### src/hw/rtl/bba_pkg.sv
// shared types and constants of the block bitmap allocator
`default_nettype none

package bba_pkg;

	// default sizes of the occupancy map
	localparam int MAX_BLOCKS_DEF = 16384;
	localparam int WORD_BITS_DEF  = 32;

	// fixed field widths
	localparam int BLK_W      = 14;
	localparam int CNT_W      = 15;
	localparam int KIND_W     = 2;
	localparam int STAT_W     = 2;
	localparam int IN_DATA_W  = 16;
	localparam int OUT_DATA_W = 32;

	// configuration port
	localparam int APB_ADDR_W = 3;
	localparam int APB_DATA_W = 32;

	// register index as taken from paddr[2]
	localparam logic REG_TOTAL    = 1'b0;
	localparam logic REG_RESERVED = 1'b1;

	// register reset values
	localparam logic [CNT_W-1:0] TOTAL_RST    = 15'd16384;
	localparam logic [CNT_W-1:0] RESERVED_RST = 15'd0;

	typedef enum logic [KIND_W-1:0] {
		KIND_ALLOC   = 2'd0,
		KIND_RELEASE = 2'd1,
		KIND_TEST    = 2'd2,
		KIND_FORMAT  = 2'd3
	} kind_t;

	typedef enum logic [STAT_W-1:0] {
		ST_OK      = 2'd0,
		ST_NO_FREE = 2'd1,
		ST_RANGE   = 2'd2
	} status_t;

	typedef enum logic [2:0] {
		S_SWEEP,
		S_IDLE,
		S_SCAN,
		S_ADDR,
		S_BITOP,
		S_RESP
	} state_t;

	// register values handed from the configuration port to the controller
	typedef struct packed {
		logic [CNT_W-1:0] total;
		logic [CNT_W-1:0] reserved;
	} cfg_t;

endpackage

`default_nettype wire

### src/hw/rtl/bba_cfg.sv
// configuration registers behind the apb-style port
`default_nettype none

module bba_cfg
	import bba_pkg::*;
(
	input  wire logic                  clk,
	input  wire logic                  arst_n,
	input  wire logic                  psel,
	input  wire logic                  penable,
	input  wire logic                  pwrite,
	input  wire logic [APB_ADDR_W-1:0] paddr,
	input  wire logic [APB_DATA_W-1:0] pwdata,
	output logic      [APB_DATA_W-1:0] prdata,
	output logic                       pready,
	output cfg_t                       cfg
);

	logic [CNT_W-1:0] total_q;
	logic [CNT_W-1:0] reserved_q;
	logic             wr_en;

	assign pready = 1'b1;
	assign wr_en  = psel && penable && pwrite && pready;

	// register writes
	always_ff @(posedge clk or negedge arst_n) begin
		if (!arst_n) begin
			total_q    <= TOTAL_RST;
			reserved_q <= RESERVED_RST;
		end else if (wr_en) begin
			unique case (paddr[2])
				REG_TOTAL:    total_q    <= pwdata[CNT_W-1:0];
				REG_RESERVED: reserved_q <= pwdata[CNT_W-1:0];
				default: ;
			endcase
		end
	end

	// read mux
	always_comb begin
		unique case (paddr[2])
			REG_TOTAL:    prdata = APB_DATA_W'(total_q);
			REG_RESERVED: prdata = APB_DATA_W'(reserved_q);
			default:      prdata = '0;
		endcase
	end

	assign cfg.total    = total_q;
	assign cfg.reserved = reserved_q;

endmodule

`default_nettype wire

### config.mk
export PLATFORM = sky130hd
export DESIGN_NAME = bba_cfg
export DESIGN_NICKNAME = d
export VERILOG_FILES = /design/src/hw/rtl/bba_pkg.sv /design/src/hw/rtl/bba_cfg.sv
export SDC_FILE = /design/constraint.sdc
export NUM_CORES = 1
export LEC_CHECK = 0
export BUFFER_PORTS_ARGS = -buffer_cell sky130_fd_sc_hd__buf_2
export CAP_MARGIN = 20
export CORE_MARGIN = 1.5
export CORE_UTILIZATION = 44
export CTS_CLUSTER_DIAMETER = 150
export DETAILED_ROUTE_END_ITERATION = 10
export HOLD_SLACK_MARGIN = 0.08
export PLACE_DENSITY = 0.84
export SLEW_MARGIN = 10
export SYNTH_ARGS = -nofsm -noshare
export SYNTH_HDL_FRONTEND = slang
export SYNTH_SLANG_ARGS = --single-unit
### constraint.sdc
create_clock -name clk -period 1.9 [get_ports clk]
set_clock_uncertainty 0.2 [all_clocks]
set_input_delay 0.19 -clock clk [delete_from_list [all_inputs] [get_ports clk]]
set_output_delay 0.19 -clock clk [all_outputs]
set_load 0.05 [all_outputs]
# Yosys cells after proc, flatten, opt, wreduce, memory -nomap -nowiden
# Cells that the tools add are included.
word_totals:
  register_bits: 30
  input_bits: 40
  output_inout_bits: 63
  elab_cells: 8
classes:
  muxes: 1
  n_bitwise: 1
  reduce_logical: 4
ops:
  columns: ["op", "n"]
  rows:
  - ["32-bit case mux with 2 select lines", 1]
  - ["2-bit AND reduction", 2]
  - ["1-bit logical AND", 2]
  - ["1-bit NOT", 1]

# Longest topological paths before layout
depth:
  word_depth: 3
  mapped_depth: 4
  ltp_nobuf: 2

# Least setup slack after synthesis
# No wires, ideal clock.
synth_path:
  kind: "reg-to-output"
  start: "register total_q[14]"
  end: "output prdata[14]"
  arrival_ns: 1.052
  t_required_ns: 1.510
  path_slack_ns: 0.458
  path_stages_with_launch: 2
  path_buffers: 0
  path_cell_list: "dfstp_2 > mux2_2"
synth_via:
  elab_chain_len: 1
synth_lines:
  columns: ["element", "line_no", "text"]
  rows:
  - ["from (decl)", "bba_cfg.sv:19", "logic [CNT_W-1:0] total_q;"]
  - ["from (signal assigned)", "bba_cfg.sv:33", "REG_TOTAL: total_q <= pwdata[CNT_W-1:0];"]
  - ["32-bit case mux with 2 select lines", "bba_cfg.sv:42", "unique case (paddr[2])"]
  - ["to (decl)", "bba_cfg.sv:14", "output logic [APB_DATA_W-1:0] prdata,"]
# No other way between the ends. The select of a mux whose other input is x is not followed.

# Worst setup path in the final report
# Ends and elaborated chain as after synthesis.

==> summary.md <==
| Metric | Value |
|---|---|
| CTS clk-pin slew, worst paths | 100 ps |
| Row count | 21 |
| GRT Overall Usage | 17.9% |
| Syn Area/Cell | around 15 sq um |
| Post-synth top flop | dfrtp_1 |
| Die Area | 0.00382 sq mm |
| Endpoints failing setup | 0 |
| Async SR Flop Fraction | 100% |
| Final HPWL DP | 2.13 mm |
| Hold Crit Class | in2async |
| Vias | roughly 1100 |
| Post-synth top area share | between 40 and 50% |
| Clock sinks | 30 |
| Cell accounting for the most synthesized area | dfrtp_1 |
| Initial antenna violation count | 0 |
| Detailed Routing Iterations Pass 1 | 3 |
| Area occupied by multi-input gates | between 600 and 700 sq um |
| Detailed Route Iter0 Violations | 15 |
| Final #Nets | 224 |
| CTS tree | built |
| Lkg Pwr | 0.00106 uW |
| Arrival time at the worst endpoint | 1250 ps |
| WL/cell | 13.9 um |
| Outcome | finished clean |
| Setup TNS | 0 ps |
| YS warnings | 0 |
| Post-route ant nets | 0 |
| CP max stage delay | 550 ps |
| DIE WIDTH | just over 60 um |
| Gp weighted congestion | 0.651 |
| Core area | 0.00334 sq mm |
| RSZ-0062 raised after global routing | no |
| FILL cells | between 200 and 300 |
| Mapped Cells | approximately 100 |
| Largest net degree at the start of global routing | 31 |
| DRT Wirelength | around 3.2 mm |
| Clk_lat worst skew | 310 ps |
| Slew Viols, Final | 0 |
| Vias in the first global route | 1095 |
| PwrDens | 1340 mW/mm^2 |
| I/O pin count | 103 |
| Final Hold Viols | 0 |
| Register area | about 750 sq um |
| Mapped Area | 0.00152 sq mm |
| Register area share after synthesis | 49.4% |
| Worst path slowest cell | dfstp_2 |
| Worst Tran Pin Value | 674 ps |
| GRT overflow | 0 |
| Worst Path Buf+Inv | 1 |
| Share of layout cells above drive strength 1 | 65.4% |
| Minimum clock period | 1640 ps |
| Post-synth top cells | mux2_2, dfrtp_1, buf_4 |
| Syn-to-layout area delta | 33.4% |
| Synth top area cells | dfrtp_1, mux2_2, mux2_4 |
| Family with the most delay on the worst path | flip-flops |
| Power Total | 2720 uW |
| Finished Core Util | around 60% |
| Cell variety after synth | 10 |
| Clk root buf | clkbuf_4 |
| Seq cells post-synth | 30 |
| IO Port Bufs | 65 |
| # diodes | 0 |
| Cells along the critical path | mux2_2, buf_2 |
| Max cap viols | 0 |
| CTS buffer count | 5 |
| Chip Height | about 62 um |
| Post-route clock period utilization | ~87% |
| Global-route wire length before repair | 4.88 mm |
| Setup crit end kind | output port |
| CP Launch Type | flip-flop |
| Post-synth EDFFs | 0 |
| Vias per cell | 4.62 |
| Post-CTS setup buffer count | 0 |
| CTS max path bufs | 2 |
| Initial Util | 45.6% |
| Residual DRC count | 0 |
| IR drop worst, VDD | 0.733 mV |
| Crit path max fanout | 3 |
| FMAX | 608 MHz |
| WS Path Type | reg2out |
| Max_slew headroom | 55.0% |
| Top-count cell post-synth | mux2_2 |
| Worst Path Required | 1510 ps |
| Max H-tree Level | 2 |
==> routing by layer <==
layer,up-vias,share of wire (%),GRT usage [%]
li1,488,-,-
met3,2,5.7,4.97
met4,0,0.37,8.51
met2,52,56,32.6
met5,-,0,0
met1,525,38,18.9
==> path summary, 6_finish.rpt <==
kind                       cells past startpoint          start  slack (ps)        endpoint
min reg2reg                                    1  reserved_q[5]         330   reserved_q[5]
max reg2reg                                    1    total_q[11]         910     total_q[11]
max                                            2    total_q[14]         260      prdata[14]
min in group clk                               3        penable         260  reserved_q[13]
max in group asynchronous                      2         arst_n         810   reserved_q[3]
min                                            2         arst_n         240   reserved_q[8]
==> timing repair <==
item | CTS | global route
hold buffers | 16 | 0
endpoints found under the hold margin | 59 | 0
gates resized for setup | 0 | 0
==> through the flow <==
stage,cells,setup slack (ps),instance area (sq um),hold slack [ps]
2_1_floorplan,117,458,1580,-306
3_3_place_gp,207,371,1810,31.7
3_5_place_dp,207,317,1810,63.8
4_1_cts,231,239,2030,244
5_1_grt,231,181,2030,263
6_report,231,256,2030,243
==> cell type report <==
type / instances / share of cell area (%)
sequential: 30 / 37.0
multi-input combinational: 65 / 32.3
timing repair buffer: 82 / 24.9
tap: 46 / 2.83
clock buffer: 7 / 2.71
clock inverter: 1 / 0.246
==> report_power, final <==
part / internal (uW) / leakage [uW] / total [uW] / switching, uW
Clock: 179 / 0.0000353 / 395 / 216
Combinational: 382 / 0.000666 / 1440 / 1060
Sequential: 783 / 0.000359 / 884 / 101
==> placed cells by master (no fill, tap or decap), types with 5 or more instances in the layout <==
| master | synthesis | routed |
|---|---|---|
| buf_2 | 1 | 65 |
| conb_1 | 2 | 18 |
| dlygate4sd3_1 | 0 | 16 |
| clkbuf_4 | 0 | 5 |
| dfrtp_1 | 29 | 29 |
| mux2_4 | 10 | 10 |
| mux2_2 | 35 | 35 |
==> cell families after synthesis <==
group                  share of synthesized area [%]
buffers and inverters                           11.4
flip-flops                                      49.4
multiplexers                                    35.7
other                                          0.493
AND/OR/NAND/NOR                                 2.96
==> state kept, by name, summed over array words and instances, names as in the netlist <==
| register | cells |
|---|---|
| total_q | 15 |
| reserved_q | 15 |
(Power assumes the default switching activity.)
