**src/hw/rtl/bba_pkg.sv**
```systemverilog
// shared types and constants of the block bitmap allocator
`default_nettype none

package bba_pkg;

	// default sizes of the occupancy map
	localparam int MAX_BLOCKS_DEF = 16384;
	localparam int WORD_BITS_DEF  = 32;

	// fixed field widths
	localparam int BLK_W      = 14;
	localparam int CNT_W      = 15;
	localparam int KIND_W     = 2;
	localparam int STAT_W     = 2;
	localparam int IN_DATA_W  = 16;
	localparam int OUT_DATA_W = 32;

	// configuration port
	localparam int APB_ADDR_W = 3;
	localparam int APB_DATA_W = 32;

	// register index as taken from paddr[2]
	localparam logic REG_TOTAL    = 1'b0;
	localparam logic REG_RESERVED = 1'b1;

	// register reset values
	localparam logic [CNT_W-1:0] TOTAL_RST    = 15'd16384;
	localparam logic [CNT_W-1:0] RESERVED_RST = 15'd0;

	typedef enum logic [KIND_W-1:0] {
		KIND_ALLOC   = 2'd0,
		KIND_RELEASE = 2'd1,
		KIND_TEST    = 2'd2,
		KIND_FORMAT  = 2'd3
	} kind_t;

	typedef enum logic [STAT_W-1:0] {
		ST_OK      = 2'd0,
		ST_NO_FREE = 2'd1,
		ST_RANGE   = 2'd2
	} status_t;

	typedef enum logic [2:0] {
		S_SWEEP,
		S_IDLE,
		S_SCAN,
		S_ADDR,
		S_BITOP,
		S_RESP
	} state_t;

	// register values handed from the configuration port to the controller
	typedef struct packed {
		logic [CNT_W-1:0] total;
		logic [CNT_W-1:0] reserved;
	} cfg_t;

endpackage

`default_nettype wire

```
**src/hw/rtl/bba_ctrl.sv**
```systemverilog
// request sequencer: map sweep, allocate scan, bit read-modify-write, free count
`default_nettype none

module bba_ctrl
	import bba_pkg::*;
#(
	parameter int MAX_BLOCKS = MAX_BLOCKS_DEF,
	parameter int WORD_BITS  = WORD_BITS_DEF,
	parameter int MAP_WORDS  = (MAX_BLOCKS + WORD_BITS - 1) / WORD_BITS,
	parameter int WA_W       = (MAP_WORDS > 1) ? $clog2(MAP_WORDS) : 1
) (
	input  wire logic                 clk,
	input  wire logic                 arst_n,
	input  wire cfg_t                 cfg,
	// request side
	input  wire logic                 in_valid,
	output logic                      in_ready,
	input  wire kind_t                in_kind,
	input  wire logic [BLK_W-1:0]     in_block,
	// result side
	output logic                      out_valid,
	input  wire logic                 out_ready,
	output logic      [BLK_W-1:0]     out_block_number,
	output logic                      out_bit_value,
	output status_t                   out_status,
	output logic      [CNT_W-1:0]     out_free_count,
	// map memory
	output logic                      mem_we,
	output logic      [WA_W-1:0]      mem_waddr,
	output logic      [WORD_BITS-1:0] mem_wdata,
	output logic                      mem_re,
	output logic      [WA_W-1:0]      mem_raddr,
	input  wire logic [WORD_BITS-1:0] mem_rdata
);

	localparam int WC_W   = $clog2(MAP_WORDS + 1);
	localparam int BIT_W  = $clog2(WORD_BITS);
	localparam int BASE_W = $clog2(MAP_WORDS * WORD_BITS + 1);
	localparam int NW     = ((BASE_W > CNT_W) ? BASE_W : CNT_W) + 1;
	// word index by reciprocal multiply, exact for every block number
	localparam int SH     = BLK_W + BIT_W;
	localparam int RC_W   = SH - 2;
	localparam int PR_W   = BLK_W + RC_W;
	localparam int RECIP  = ((2 ** SH) + WORD_BITS - 1) / WORD_BITS;

	// control state
	state_t            state_q, state_d;
	logic [WC_W-1:0]   widx_q;
	logic [WC_W-1:0]   raddr_q;
	logic [NW-1:0]     base_q;
	logic              dvalid_q;
	logic              is_fmt_q;
	logic [CNT_W-1:0]  free_q;
	logic              out_valid_q;

	// payload registers
	kind_t             kind_q;
	logic [BLK_W-1:0]  blk_q;
	logic [BLK_W-1:0]  q_q;
	logic [BIT_W-1:0]  bitpos_q;
	logic [BLK_W-1:0]  rnum_q;
	logic              rbit_q;
	status_t           rstat_q;
	logic [BLK_W-1:0]  onum_q;
	logic              obit_q;
	status_t           ostat_q;
	logic [CNT_W-1:0]  ofree_q;

	// derived values
	logic [NW-1:0]        tot;
	logic [NW-1:0]        res_eff;
	logic [NW-1:0]        res_sw;
	logic [NW-1:0]        base_end;
	logic [NW-1:0]        sw_diff;
	logic [WORD_BITS-1:0] sw_pat;
	logic [NW-1:0]        avail;
	logic [WORD_BITS-1:0] vmask;
	logic [WORD_BITS-1:0] freebits;
	logic [WORD_BITS-1:0] lowbit;
	logic [BIT_W-1:0]     pos;
	logic                 found;
	logic                 last_word;
	logic                 sweep_last;
	logic                 out_free;
	logic [PR_W-1:0]      prod;
	logic [BLK_W-1:0]     qw;
	logic [WORD_BITS-1:0] bmask;
	logic                 in_range;

	// effective register values
	assign tot      = (NW'(cfg.total) > NW'(MAX_BLOCKS)) ? NW'(MAX_BLOCKS) : NW'(cfg.total);
	assign res_eff  = (NW'(cfg.reserved) > tot) ? tot : NW'(cfg.reserved);
	assign in_range = NW'(in_block) < tot;

	// sweep pattern: reserved blocks set, the rest clear
	assign res_sw   = is_fmt_q ? res_eff : '0;
	assign base_end = base_q + NW'(WORD_BITS);
	assign sw_diff  = res_sw - base_q;
	always_comb begin
		priority if (base_end <= res_sw) begin
			sw_pat = '1;
		end else if (base_q >= res_sw) begin
			sw_pat = '0;
		end else begin
			sw_pat = ~({WORD_BITS{1'b1}} << sw_diff[BIT_W-1:0]);
		end
	end
	assign sweep_last = widx_q == WC_W'(MAP_WORDS - 1);

	// allocate search over the word just read
	assign avail = (tot > base_q) ? (tot - base_q) : '0;
	always_comb begin
		for (int b = 0; b < WORD_BITS; b++) begin
			vmask[b] = NW'(b) < avail;
		end
	end
	assign freebits  = ~mem_rdata & vmask;
	assign found     = |freebits;
	assign lowbit    = freebits & (~freebits + WORD_BITS'(1));
	assign last_word = (base_end >= tot) || sweep_last;
	always_comb begin
		pos = '0;
		for (int b = WORD_BITS - 1; b >= 0; b--) begin
			if (freebits[b]) begin
				pos = BIT_W'(b);
			end
		end
	end

	// word index and bit position of a single-block request
	assign prod  = PR_W'(in_block) * PR_W'(RECIP);
	assign qw    = BLK_W'(q_q * WORD_BITS);
	assign bmask = {{(WORD_BITS - 1){1'b0}}, 1'b1} << bitpos_q;

	assign out_free = !out_valid_q || out_ready;

	// next state
	always_comb begin
		state_d = state_q;
		unique case (state_q)
			S_SWEEP: begin
				if (sweep_last) begin
					state_d = is_fmt_q ? S_RESP : S_IDLE;
				end
			end
			S_IDLE: begin
				if (in_valid) begin
					unique case (in_kind)
						KIND_FORMAT: state_d = S_SWEEP;
						KIND_ALLOC:  state_d = (free_q == '0) ? S_RESP : S_SCAN;
						default:     state_d = in_range ? S_ADDR : S_RESP;
					endcase
				end
			end
			S_SCAN: begin
				if (dvalid_q && (found || last_word)) begin
					state_d = S_RESP;
				end
			end
			S_ADDR:  state_d = S_BITOP;
			S_BITOP: state_d = S_RESP;
			S_RESP: begin
				if (out_free) begin
					state_d = S_IDLE;
				end
			end
			default: state_d = S_IDLE;
		endcase
	end

	// memory and handshake outputs
	always_comb begin
		in_ready  = 1'b0;
		mem_we    = 1'b0;
		mem_waddr = WA_W'(widx_q);
		mem_wdata = sw_pat;
		mem_re    = 1'b0;
		mem_raddr = WA_W'(raddr_q);
		unique case (state_q)
			S_SWEEP: begin
				mem_we = 1'b1;
			end
			S_IDLE: begin
				in_ready = 1'b1;
			end
			S_SCAN: begin
				mem_re    = raddr_q < WC_W'(MAP_WORDS);
				mem_we    = dvalid_q && found;
				mem_wdata = mem_rdata | lowbit;
			end
			S_ADDR: begin
				mem_re    = 1'b1;
				mem_raddr = WA_W'(q_q);
			end
			S_BITOP: begin
				mem_we    = kind_q == KIND_RELEASE;
				mem_waddr = WA_W'(q_q);
				mem_wdata = mem_rdata & ~bmask;
			end
			default: ;
		endcase
	end

	// control registers; reset starts the clearing sweep of the map
	always_ff @(posedge clk or negedge arst_n) begin
		if (!arst_n) begin
			state_q     <= S_SWEEP;
			widx_q      <= '0;
			raddr_q     <= '0;
			base_q      <= '0;
			dvalid_q    <= 1'b0;
			is_fmt_q    <= 1'b0;
			free_q      <= '0;
			out_valid_q <= 1'b0;
		end else begin
			state_q <= state_d;
			if (out_ready && state_q != S_RESP) begin
				out_valid_q <= 1'b0;
			end
			unique case (state_q)
				S_SWEEP: begin
					widx_q <= widx_q + WC_W'(1);
					base_q <= base_end;
					if (sweep_last && is_fmt_q) begin
						free_q <= CNT_W'(tot - res_eff);
					end
				end
				S_IDLE: begin
					widx_q   <= '0;
					raddr_q  <= '0;
					base_q   <= '0;
					dvalid_q <= 1'b0;
					if (in_valid) begin
						is_fmt_q <= in_kind == KIND_FORMAT;
					end
				end
				S_SCAN: begin
					dvalid_q <= mem_re;
					if (mem_re) begin
						raddr_q <= raddr_q + WC_W'(1);
					end
					if (dvalid_q) begin
						widx_q <= widx_q + WC_W'(1);
						base_q <= base_end;
						if (found) begin
							free_q <= free_q - CNT_W'(1);
						end
					end
				end
				S_BITOP: begin
					if (kind_q == KIND_RELEASE && NW'(free_q) < tot) begin
						free_q <= free_q + CNT_W'(1);
					end
				end
				S_RESP: begin
					if (out_free) begin
						out_valid_q <= 1'b1;
					end
				end
				default: ;
			endcase
		end
	end

	// payload registers
	always_ff @(posedge clk) begin
		unique case (state_q)
			S_IDLE: begin
				if (in_valid) begin
					kind_q  <= in_kind;
					blk_q   <= in_block;
					q_q     <= BLK_W'(prod >> SH);
					rnum_q  <= '0;
					rbit_q  <= 1'b0;
					if (in_kind == KIND_ALLOC && free_q == '0) begin
						rstat_q <= ST_NO_FREE;
					end else if ((in_kind == KIND_RELEASE || in_kind == KIND_TEST)
							&& !in_range) begin
						rstat_q <= ST_RANGE;
					end else begin
						rstat_q <= ST_OK;
					end
				end
			end
			S_SCAN: begin
				if (dvalid_q) begin
					if (found) begin
						rnum_q <= BLK_W'(base_q + NW'(pos));
					end else if (last_word) begin
						rstat_q <= ST_NO_FREE;
					end
				end
			end
			S_ADDR: begin
				bitpos_q <= BIT_W'(blk_q - qw);
			end
			S_BITOP: begin
				rnum_q <= blk_q;
				if (kind_q == KIND_TEST) begin
					rbit_q <= mem_rdata[bitpos_q];
				end
			end
			S_RESP: begin
				if (out_free) begin
					onum_q  <= rnum_q;
					obit_q  <= rbit_q;
					ostat_q <= rstat_q;
					ofree_q <= free_q;
				end
			end
			default: ;
		endcase
	end

	assign out_valid        = out_valid_q;
	assign out_block_number = onum_q;
	assign out_bit_value    = obit_q;
	assign out_status       = ostat_q;
	assign out_free_count   = ofree_q;

endmodule

`default_nettype wire

```
**config.mk**
```make
export PLATFORM = sky130hd
export DESIGN_NAME = bba_ctrl
export DESIGN_NICKNAME = d
export VERILOG_FILES = /design/src/hw/rtl/bba_pkg.sv /design/src/hw/rtl/bba_ctrl.sv
export SDC_FILE = /design/constraint.sdc
export NUM_CORES = 1
export LEC_CHECK = 0
export ABC_AREA = 1
export ABC_CLOCK_PERIOD_IN_PS = 16850
export BUFFER_PORTS_ARGS = -buffer_cell sky130_fd_sc_hd__buf_2
export CORE_MARGIN = 5
export CORE_UTILIZATION = 30
export DETAILED_ROUTE_END_ITERATION = 12
export SETUP_SLACK_MARGIN = 0.3
export SKIP_CTS_REPAIR_TIMING = 1
export SLEW_MARGIN = 20
export SYNTH_ARGS = -nofsm -noshare
export SYNTH_HDL_FRONTEND = slang
export SYNTH_SLANG_ARGS = --single-unit
export TNS_END_PERCENT = 30
```
**constraint.sdc**
```tcl
create_clock -name clk -period 16.85 [get_ports clk]
set_input_delay 0.8425 -clock clk [delete_from_list [all_inputs] [get_ports clk]]
set_output_delay 0.8425 -clock clk [all_outputs]
set_load 0.01 [all_outputs]
```
---- Word-level counts from Yosys, hierarchy flattened ----
Index checks and enable logic that the tools add are counted.
storage, ports and cells
  bits in registers ....................... 136
  bits in latches ......................... 0
  memory bits (writable) .................. 0
  bits in read-only memories .............. 0
  input port bits ......................... 82
  output and inout port bits .............. 86
  logic and storage cells ................. 221
  memories ................................ 0
operators by class
  $add $sub $neg .......................... 11
  multipliers ............................. 0
  div/mod/pow operators ................... 0
  $lt $le $gt $ge ......................... 42
  equal/unequal tests ..................... 24
  shifts and indexed selects .............. 2
  multiplexer cells ....................... 84
  bitwise logic cells ..................... 8
  reduce and logical (&&, ||, !) cells .... 31
operator list
  cell                                                         number
  less-than comparator 5 x 16 -> 1 bit (first input constant)  16
  two-way mux 5 bit                                            32
  less-than comparator 4 x 16 -> 1 bit (first input constant)  8
  inverter 32 bit                                              4
  two-way mux 15 bit                                           7
  bitwise AND 32 bit                                           3
  less-than comparator 3 x 16 -> 1 bit (first input constant)  4
  two-way mux 32 bit                                           2
  one-hot mux 32 bit (2 select lines)                          1
  one-hot mux 16 bit (3 select lines)                          1
  one-hot mux 15 bit (3 select lines)                          1
  two-way mux 14 bit                                           3
  one-hot mux 14 bit (3 select lines)                          1
  adder 32 x 1 -> 32 bit (second input constant)               1
  greater-or-equal comparator 16 x 15 -> 1 bit                 2
  less-than comparator 1 x 16 -> 1 bit (first input constant)  2
  less-than comparator 2 x 16 -> 1 bit (first input constant)  2
  two-way mux 16 bit                                           2
  OR 32 bit                                                    1
  OR reduction 32 bit                                          1
  left shift 1 x 5 -> 32 bit (first input constant)            1
  left shift 32 x 5 -> 32 bit (first input constant)           1
  one-hot mux 10 bit (3 select lines)                          1
  != test 2 bit (second input constant)                        12
  48 further kinds                                             93

---- Depth between registers and ports, before layout ----
Gate-level depths: netlist (run 1).
  word-level depth ........................ 42
  gate-level depth with buffers ........... 53
  mapped depth without buffers ............ 52

---- Worst setup path after synthesis (run 1) ----
Ideal clock, no wire load.
  path type ............................... input-to-output
  from .................................... input port cfg[17] (netlist bit)
  to ...................................... output port mem_wdata[6]
  data arrival time ....................... 5.667 ns
  required time ........................... 16.007 ns
  slack ................................... 10.340 ns
  stages .................................. 36
  path buffers ............................ 3
  cell sequence ........................... nor2_1 -> nand2_1 -> nor2_1 -> nand2_2 -> nand2_4 -> buf_2 -> nand2_1 -> ha_1 -> nand2_1 -> o21ai_0 -> a21oi_1 -> o21a_1 -> o21ai_0 -> nand2_1 -> o211ai_1 -> nand2_1 -> inv_1 -> clkbuf_1 -> clkbuf_1 -> nand2_1 -> o21ai_0 -> or2_2 -> ha_1 -> nand2_1 -> a21oi_1 -> a211oi_1 -> nor2_1 -> a2111oi_0 -> o21ai_0 -> nand2_1 -> inv_1 -> nor2_1 -> inv_1 -> nand2_1 -> nand2_1 -> o311ai_0
between the ends
  word-level cells in the longest chain between the ends .. 11
  elaborated cells between the ends (all ways) .. 28
  classes of those cells .................. add/sub (3); order compare (12); shift (1); mux (7); bitwise (5)
ends and longest elaborated chain
  what                                                                   RTL line                          text
  start: declaration                                                     bba_ctrl.sv:14                    input wire cfg_t cfg,
  > comparator 15 bit                                                    bba_ctrl.sv:91                    assign tot = (NW'(cfg.total) > NW'(MAX_BLOCKS)) ? NW'(MAX_BLOCKS) : NW'(cfg.total);
  two-way mux 15 bit *                                                   bba_ctrl.sv:91
  subtractor 15 x 16 -> 16 bit (tied with other cells)                   bba_ctrl.sv:111                   assign avail = (tot > base_q) ? (tot - base_q) : '0;
  two-way mux 16 bit / two-way mux 15 bit (equally long branches)        bba_ctrl.sv:111, bba_ctrl.sv:92
  less-than comparator 1 x 16 -> 1 bit (tied with other cells)           bba_ctrl.sv:114                   vmask[b] = NW'(b) < avail;
  bitwise AND 32 bit / subtractor 5 bit (equally long branches)          bba_ctrl.sv:117, bba_ctrl.sv:98
  inverter 32 bit / left shift 32 x 5 -> 32 bit (equally long branches)  bba_ctrl.sv:119, bba_ctrl.sv:105
  adder 32 x 1 -> 32 bit / inverter 32 bit (equally long branches)       bba_ctrl.sv:119, bba_ctrl.sv:105
  bitwise AND 32 bit / two-way mux 32 bit (equally long branches)        bba_ctrl.sv:119, bba_ctrl.sv:102
  OR 32 bit / two-way mux 32 bit (equally long branches)                 bba_ctrl.sv:189, bba_ctrl.sv:100
  one-hot mux 32 bit (2 select lines) *                                  bba_ctrl.sv:179                   unique case (state_q)
  end: declaration                                                       bba_ctrl.sv:30                    output logic [WORD_BITS-1:0] mem_wdata,
Every way passes the cells marked *; elsewhere a longest branch is shown, timed or not.

---- Worst setup path in the final report (run 1) ----
  from .................................... input port cfg[27] (netlist bit)
  to ...................................... output port mem_wdata[6]
The elaborated chain is that of the path after synthesis.

==> Flow_metrics.wiki, run 1 <==
{| class="wikitable"
! Metric !! Value
|-
| Die X || 208.6 um
|-
| Starting density of the core || 30.47%
|-
| Routability congestion estimate from global placement || 0.9968
|-
| WHS Path Cells || 0
|-
| Worst min-delay path category || flip-flop to flip-flop
|-
| Worst setup EP type || output pin
|-
| Largest stage delay, worst path || 520 ps
|-
| Die height || 208.6 um
|-
| Endpoint of the worst-slack reg-to-reg timing path || rstat_q[1]
|-
| Post-synthesis instance total || 1,661
|-
| Placeable core region || 38,830 um^2
|-
| Start-to-end type of the worst setup path || primary input to output pin
|-
| Cell repeated most along the worst path || nand2_1
|-
| Unique cell type count in the Yosys netlist || 63
|-
| Avg Inst Size Synth || 7.124 um^2
|-
| Proportion of layout cells with a drive suffix above 1 || 16.18%
|-
| Static leakage || 0.006416 uW
|-
| Placed cell area || 13,280 um^2
|-
| Worst reg2reg setup slack || 11,250 ps
|-
| H-tree lvl count || 4
|-
| Ys Warns || 0
|-
| Least-Margin Pin Slew || 969.0 ps
|-
| Clock buffer depth || 2
|-
| Hold Crit Start || rstat_q[0]
|-
| Via count || 12.69k
|-
| Detailed-route wire length per cell || 20.10 um
|-
| Post-synth EDFFs || 70
|-
| Synthesized area || 11,830 um^2
|-
| Startpoint of the worst-slack reg-to-reg timing path || base_q[5]
|-
| Period utilisation layout || 50.23%
|-
| Violation count after the first detailed-routing iteration || 943
|-
| Per-cell via count in the routed design || 5.385
|-
| Insertion delay to the later sink of the worst-skew pair || 440 ps
|-
| Layout net count || 2,026
|-
| Cell count of the worst reg-to-reg path || 32
|-
| Multi-input gate area || 7415 um^2
|-
| Sink count of the clock tree || 122
|-
| Total Routing Usage GR || 21.06%
|-
| Fill cell total of the finished layout || 4,126
|-
| Crit path arrival time || 7620 ps
|-
| WP data required || 16,010 ps
|-
| Part of the Yosys area used for sequential elements || 28.76%
|-
| CP max-delay cell || inv_1
|-
| HPWL after detailed placement || 38.56 mm
|-
| Std-Cell Rows || 72
|-
| Max IR drop VDD || 79.42 uV
|-
| Number of antenna violations at the first check in global routing || 1
|-
| Final setup violation count || 0
|-
| Number of iterations in the first detailed-routing pass || 7
|-
| Count of antenna-violating nets left after detailed routing || 0
|-
| Clock tree from TritonCTS || done
|-
| Post-CTS clock slew at the launch and capture registers of the worst setup and hold paths || 60 ps
|-
| Power density over cell area || 157.8 nW/um^2
|-
| Maxcap violations || 0
|-
| Final Critical Period || 8464 ps
|-
| Total Die Area || 43,510 um^2
|-
| Worst-case hold path end point || out_status[0]
|-
| Detailed-route wire length || 47.35 mm
|-
| Share of synthesized registers carrying an async set or reset || 42.62%
|-
| Worst hold-check slack || 416.0 ps
|-
| Slew HR || 35.33%
|-
| Port buffer count || 167
|-
| Result of the run || finished, final reports clean
|-
| Final hold violation count || 0
|-
| Number of global-route vias before repair || 12.36k
|-
| Most frequently used flop master after synthesis || edfxtp_1
|-
| CTS buffer count || 17
|-
| Count of boundary I/O pins || 168
|-
| Pins over their slew limit || 0
|-
| Highest clock frequency the design can meet || 118.1 MHz
|-
| Finished Cell Area || 13,820 um^2
|-
| Maximum number of pins on one net before global-route repair || 53
|-
| Setup repair after global routing missed its margin || false
|-
| Overflow left after global routing || 0
|-
| Area of all sequential standard cells || 3403 um^2
|-
| Launching element type of the critical path || primary input
|-
| Wire length of the first global-routing pass || 72.73 mm
|-
| Setup Skew || 13.97 ps
|-
| Relative area change from synthesis to final layout || 16.82%
|-
| Flops & latches, synth || 122
|-
| Remaining DRCs || 0
|-
| Library cell used as clock root buffer || clkbuf_16
|-
| Worst-path fanout max || 27
|-
| Setup TNS after final layout || 0 ps
|}
## how the worst max path moves through the flow
stage                     slack, ps     from  cells after the start           end
final                          8390  cfg[27]                     34  mem_wdata[6]
after global routing           7920  cfg[25]                     34  mem_wdata[1]
after CTS                      8470  cfg[27]                     34  mem_wdata[6]
after detailed placement       8520  cfg[27]                     34  mem_wdata[6]
after global placement         8400  cfg[25]                     34  mem_wdata[1]
after floorplan               10340  cfg[17]                     36  mem_wdata[6]
## stage by stage
step                utilization, %  cells  setup WS (ps)  power, uW
floorplan                        -   1664          10340       1319
global placement             34.19   2322           8399       1817
detailed placement           34.19   2322           8517       1824
CTS                          35.59   2354           8466       2175
global route                 35.60   2355           7919       2339
finish                       35.60   2356           8386       2182
## placed cells by master, fill, tap and decap left out, types with 5 or more instances in the layout
master       n
a211oi_1     7
a21oi_1    104
a31oi_1     14
buf_2      167
buf_4       10
clkbuf_16   17
conb_1       5
dfrtp_1     52
edfxtp_1    70
ha_1       119
inv_1      219
inv_2       18
inv_6        5
nand2_1    334
nand2_2     14
nand2_4      8
nand3_1     71
nand4_1     41
nor2_1     162
nor2_2       5
nor2_4       9
nor3_1      35
nor4_1      25
o2111ai_1    8
o211ai_1    11
o21ai_0    142
o21ai_1     20
o22ai_1     22
o311ai_0    15
or2_2       13
xor2_1      16
## power breakdown
group	leakage, uW	internal [uW]	switching (uW)
Clock	0.000256	191	153
Sequential	0.00133	419	67.4
Combinational	0.00483	437	914
## cells in the mapped netlist, types with 15 or more instances
library cell / n / area (um^2)
a21oi_1: 105 / 525.5
o21ai_0: 142 / 710.7
o311ai_0: 15 / 131.4
nand3_1: 71 / 355.3
nor4_1: 25 / 156.4
nand2_1: 334 / 1254
ha_1: 119 / 1489
o21ai_1: 20 / 100.1
nand4_1: 41 / 256.5
inv_1: 219 / 822.0
nor3_1: 35 / 175.2
edfxtp_1: 70 / 2102
dfrtp_1: 52 / 1301
clkbuf_1: 31 / 116.4
nor2_1: 164 / 615.6
o22ai_1: 22 / 137.6
xor2_1: 16 / 140.1
inv_2: 18 / 67.56
## worst max-delay path: cells and delay by family
kind | cells | cell delay, ps
AO/OA/AOI/OAI | 11 | 1940
adder cells (fa/ha/maj) | 2 | 680
buffers and inverters | 5 | 1280
AND/OR/NAND/NOR | 16 | 2860
## cells by family after synthesis
family                   Yosys count  share of synthesized area, %
AND/OR/NAND/NOR                  729                         28.28
AO/OA/AOI/OAI                    390                         19.47
buffers and inverters            276                         8.893
flip-flops                       122                         28.76
adder cells (fa/ha/maj)          121                         12.92
XOR/XNOR                          21                         1.618
other                              2                       0.06347
## final cells by class
cell class / count / area share (%)
Sequential cell: 122 / 24.62
Tap cell: 518 / 4.689
Multi-Input combinational cell: 1266 / 53.64
Antenna cell: 2 / 0.03621
Timing Repair Buffer: 177 / 6.589
Inverter: 239 / 6.508
Clock buffer: 18 / 3.105
Clock inverter: 14 / 0.8146
## sequential cells by signal (all words and copies together), names as in the netlist, 2 cells and up
signal            cells
base_q               11
bitpos_q              5
blk_q                14
free_q               15
kind_q                2
out_block_number     14
out_free_count       15
out_status            2
raddr_q              10
rnum_q               14
rstat_q               2
state_q               3
widx_q               10
## layer usage
| metal | GRT usage (%) | vias to the layer above | share of wire (%) |
|---|---|---|---|
| met4 | 4.523 | 0 | 1.7 |
| met5 | 0 | - | 0 |
| met1 | 29.85 | 6077 | 46 |
| met3 | 3.584 | 63 | 6.7 |
| li1 | - | 6070 | - |
| met2 | 33.95 | 477 | 45 |
Power figures use the tool's default switching activity.
==> run 2: changes to the inputs <==
ABC_CLOCK_PERIOD_IN_PS = 7170   (was 16850)
clock period = 7.17 ns   (was 16.85 ns; I/O delays follow)
==> Flow_metrics.wiki, run 2 (synthesized netlist as in run 1, its figures left out) <==
{| class="wikitable"
! Metric !! Value
|-
| Endpoint of the worst-slack reg-to-reg timing path || rnum_q[1]
|-
| Placeable core region || 38,830 um^2
|-
| CTS buffer count || 17
|-
| Worst reg2reg setup slack || 1980 ps
|-
| Most frequent cells in the layout || nand2_1, inv_1, buf_2
|-
| Leading cell type in the layout, fill and taps excluded || nand2_1
|-
| Total Routing Usage GR || 20.52%
|-
| Per-cell via count in the routed design || 5.346
|-
| Routability congestion estimate from global placement || 0.9821
|-
| Layout net count || 2,034
|-
| Start-to-end type of the worst setup path || primary input to output pin
|-
| Period utilisation layout || 90.55%
|-
| Number of iterations in the first detailed-routing pass || 9
|-
| Detailed-route wire length || 46.75 mm
|-
| Final hold violation count || 0
|-
| Launching element type of the critical path || primary input
|-
| Final Critical Period || 6492 ps
|-
| Wire length of the first global-routing pass || 70.50 mm
|-
| Count of boundary I/O pins || 168
|-
| Startpoint of the worst-slack reg-to-reg timing path || base_q[5]
|-
| Critical path launch point || cfg[19]
|-
| Clock buffer depth || 2
|-
| Detailed-route wire length per cell || 19.77 um
|-
| Starting density of the core || 30.47%
|-
| Overall power consumption || 5244 uW
|-
| CP max-delay cell || ha_1
|-
| Remaining DRCs || 0
|-
| Slew HR || 43.26%
|-
| Worst-path fanout max || 16
|-
| Insertion delay to the later sink of the worst-skew pair || 430 ps
|-
| Max IR drop VDD || 181.5 uV
|-
| Number of antenna violations at the first check in global routing || 3
|-
| Bufs and invs on worst path || 8
|-
| Post-CTS clock slew at the launch and capture registers of the worst setup and hold paths || 70 ps
|-
| Proportion of power drawn by flip-flops and latches || 21.7%
|-
| Setup Skew || 13.14 ps
|-
| Net switching power figure || 2656 uW
|-
| Cell count of the worst reg-to-reg path || 29
|-
| Least-Margin Pin Slew || 850.2 ps
|-
| Maxcap violations || 0
|-
| Die X || 208.6 um
|-
| Fraction of power spent switching nets || 50.66%
|-
| Cell repeated most along the worst path || nor2_1
|-
| Largest stage delay, worst path || 340 ps
|-
| Number of global-route vias before repair || 12.00k
|-
| Cell internal power dissipation || 2588 uW
|-
| Final setup violation count || 0
|-
| Dominant delay contributor by cell family on the critical path || simple AND/OR/NAND/NOR gates
|-
| Crit path arrival time || 6130 ps
|-
| Via count || 12.64k
|-
| Die height || 208.6 um
|-
| Static leakage || 0.006488 uW
|-
| Power density over cell area || 375.7 nW/um^2
|-
| Result of the run || finished, final reports clean
|-
| Port buffer count || 167
|-
| Worst setup EP type || output pin
|-
| Sink count of the clock tree || 122
|-
| Maximum number of pins on one net before global-route repair || 53
|-
| Proportion of layout cells with a drive suffix above 1 || 16.97%
|-
| Fill cell total of the finished layout || 4,142
|-
| Setup repair after global routing missed its margin || true
|-
| Std-Cell Rows || 72
|-
| Count of antenna-violating nets left after detailed routing || 0
|-
| Violation count after the first detailed-routing iteration || 1,213
|-
| H-tree lvl count || 4
|-
| Setup TNS after final layout || 0 ps
|-
| Clock tree from TritonCTS || done
|-
| Library cell used as clock root buffer || clkbuf_16
|-
| Clock group share of total power || 16.8%
|-
| Highest clock frequency the design can meet || 154.0 MHz
|-
| WP data required || 6810 ps
|-
| Overflow left after global routing || 0
|-
| Relative area change from synthesis to final layout || 17.98%
|-
| Total Die Area || 43,510 um^2
|-
| Pins over their slew limit || 0
|-
| Worst min-delay path category || primary input to async pin
|-
| Combinational power share || 61.5%
|-
| HPWL after detailed placement || 37.54 mm
|}
-- run 2: cell types whose count changed in the layout (fill, tap and decap cells not counted), sizes merged --
cell / change
clkbuf: -1
inv: +1
diode: +1
clkinvlp: -2
buf: +8
bufinv: +2
-- run 2: how the worst max path moves through the flow --
| stage | end | slack [ps] | depth (start not counted) |
|---|---|---|---|
| after global placement | mem_wdata[5] | 180 | 33 |
| after CTS | mem_wdata[5] | 110 | 34 |
| after floorplan | mem_wdata[6] | 1630 | 36 |
| after detailed placement | mem_wdata[5] | 160 | 34 |
| final | mem_wdata[30] | 680 | 39 |
| after global routing | mem_wdata[25] | 270 | 33 |
-- run 2: routing by layer --
layer	up-vias	wire [um]	track usage (%)
li1	6086	-	-
met2	506	20480	31.61
met4	0	1322	6.301
met1	5984	22020	29.54
met3	68	2929	3.449
met5	-	0	0
-- run 2: layout make-up --
class	instances	area, um^2	share of cell area (%)
multi-input combinational	1266	7442	53.31
inverter	239	899.6	6.444
sequential	122	3403	24.38
clock buffer	17	425.4	3.047
tap	518	648.1	4.643
timing repair buffer	185	970.9	6.955
antenna	3	7.507	0.05378
clock inverter	15	162.7	1.165
-- run 2: through the flow --
stage	util (%)	cell area, um^2	setup WS [ps]	hold WS (ps)	std cells
6_report	35.95	13960	677.7	74.87	2365
5_1_grt	35.95	13960	266.9	125.3	2365
4_1_cts	35.83	13910	107.4	106.7	2361
3_5_place_dp	34.32	13320	158.8	405.4	2329
3_3_place_gp	34.32	13320	175.3	405.1	2329
2_1_floorplan	-	11840	1628	62.91	1664
-- run 2: power groups by stage --
stage	registers [uW]	clock network, uW	logic, uW
final	1140	881	3220
after global routing	1160	929	3540
after CTS	1140	899	3160
after detailed placement	1150	0	3140
after global placement	1150	0	3130
after floorplan	1100	0	2000
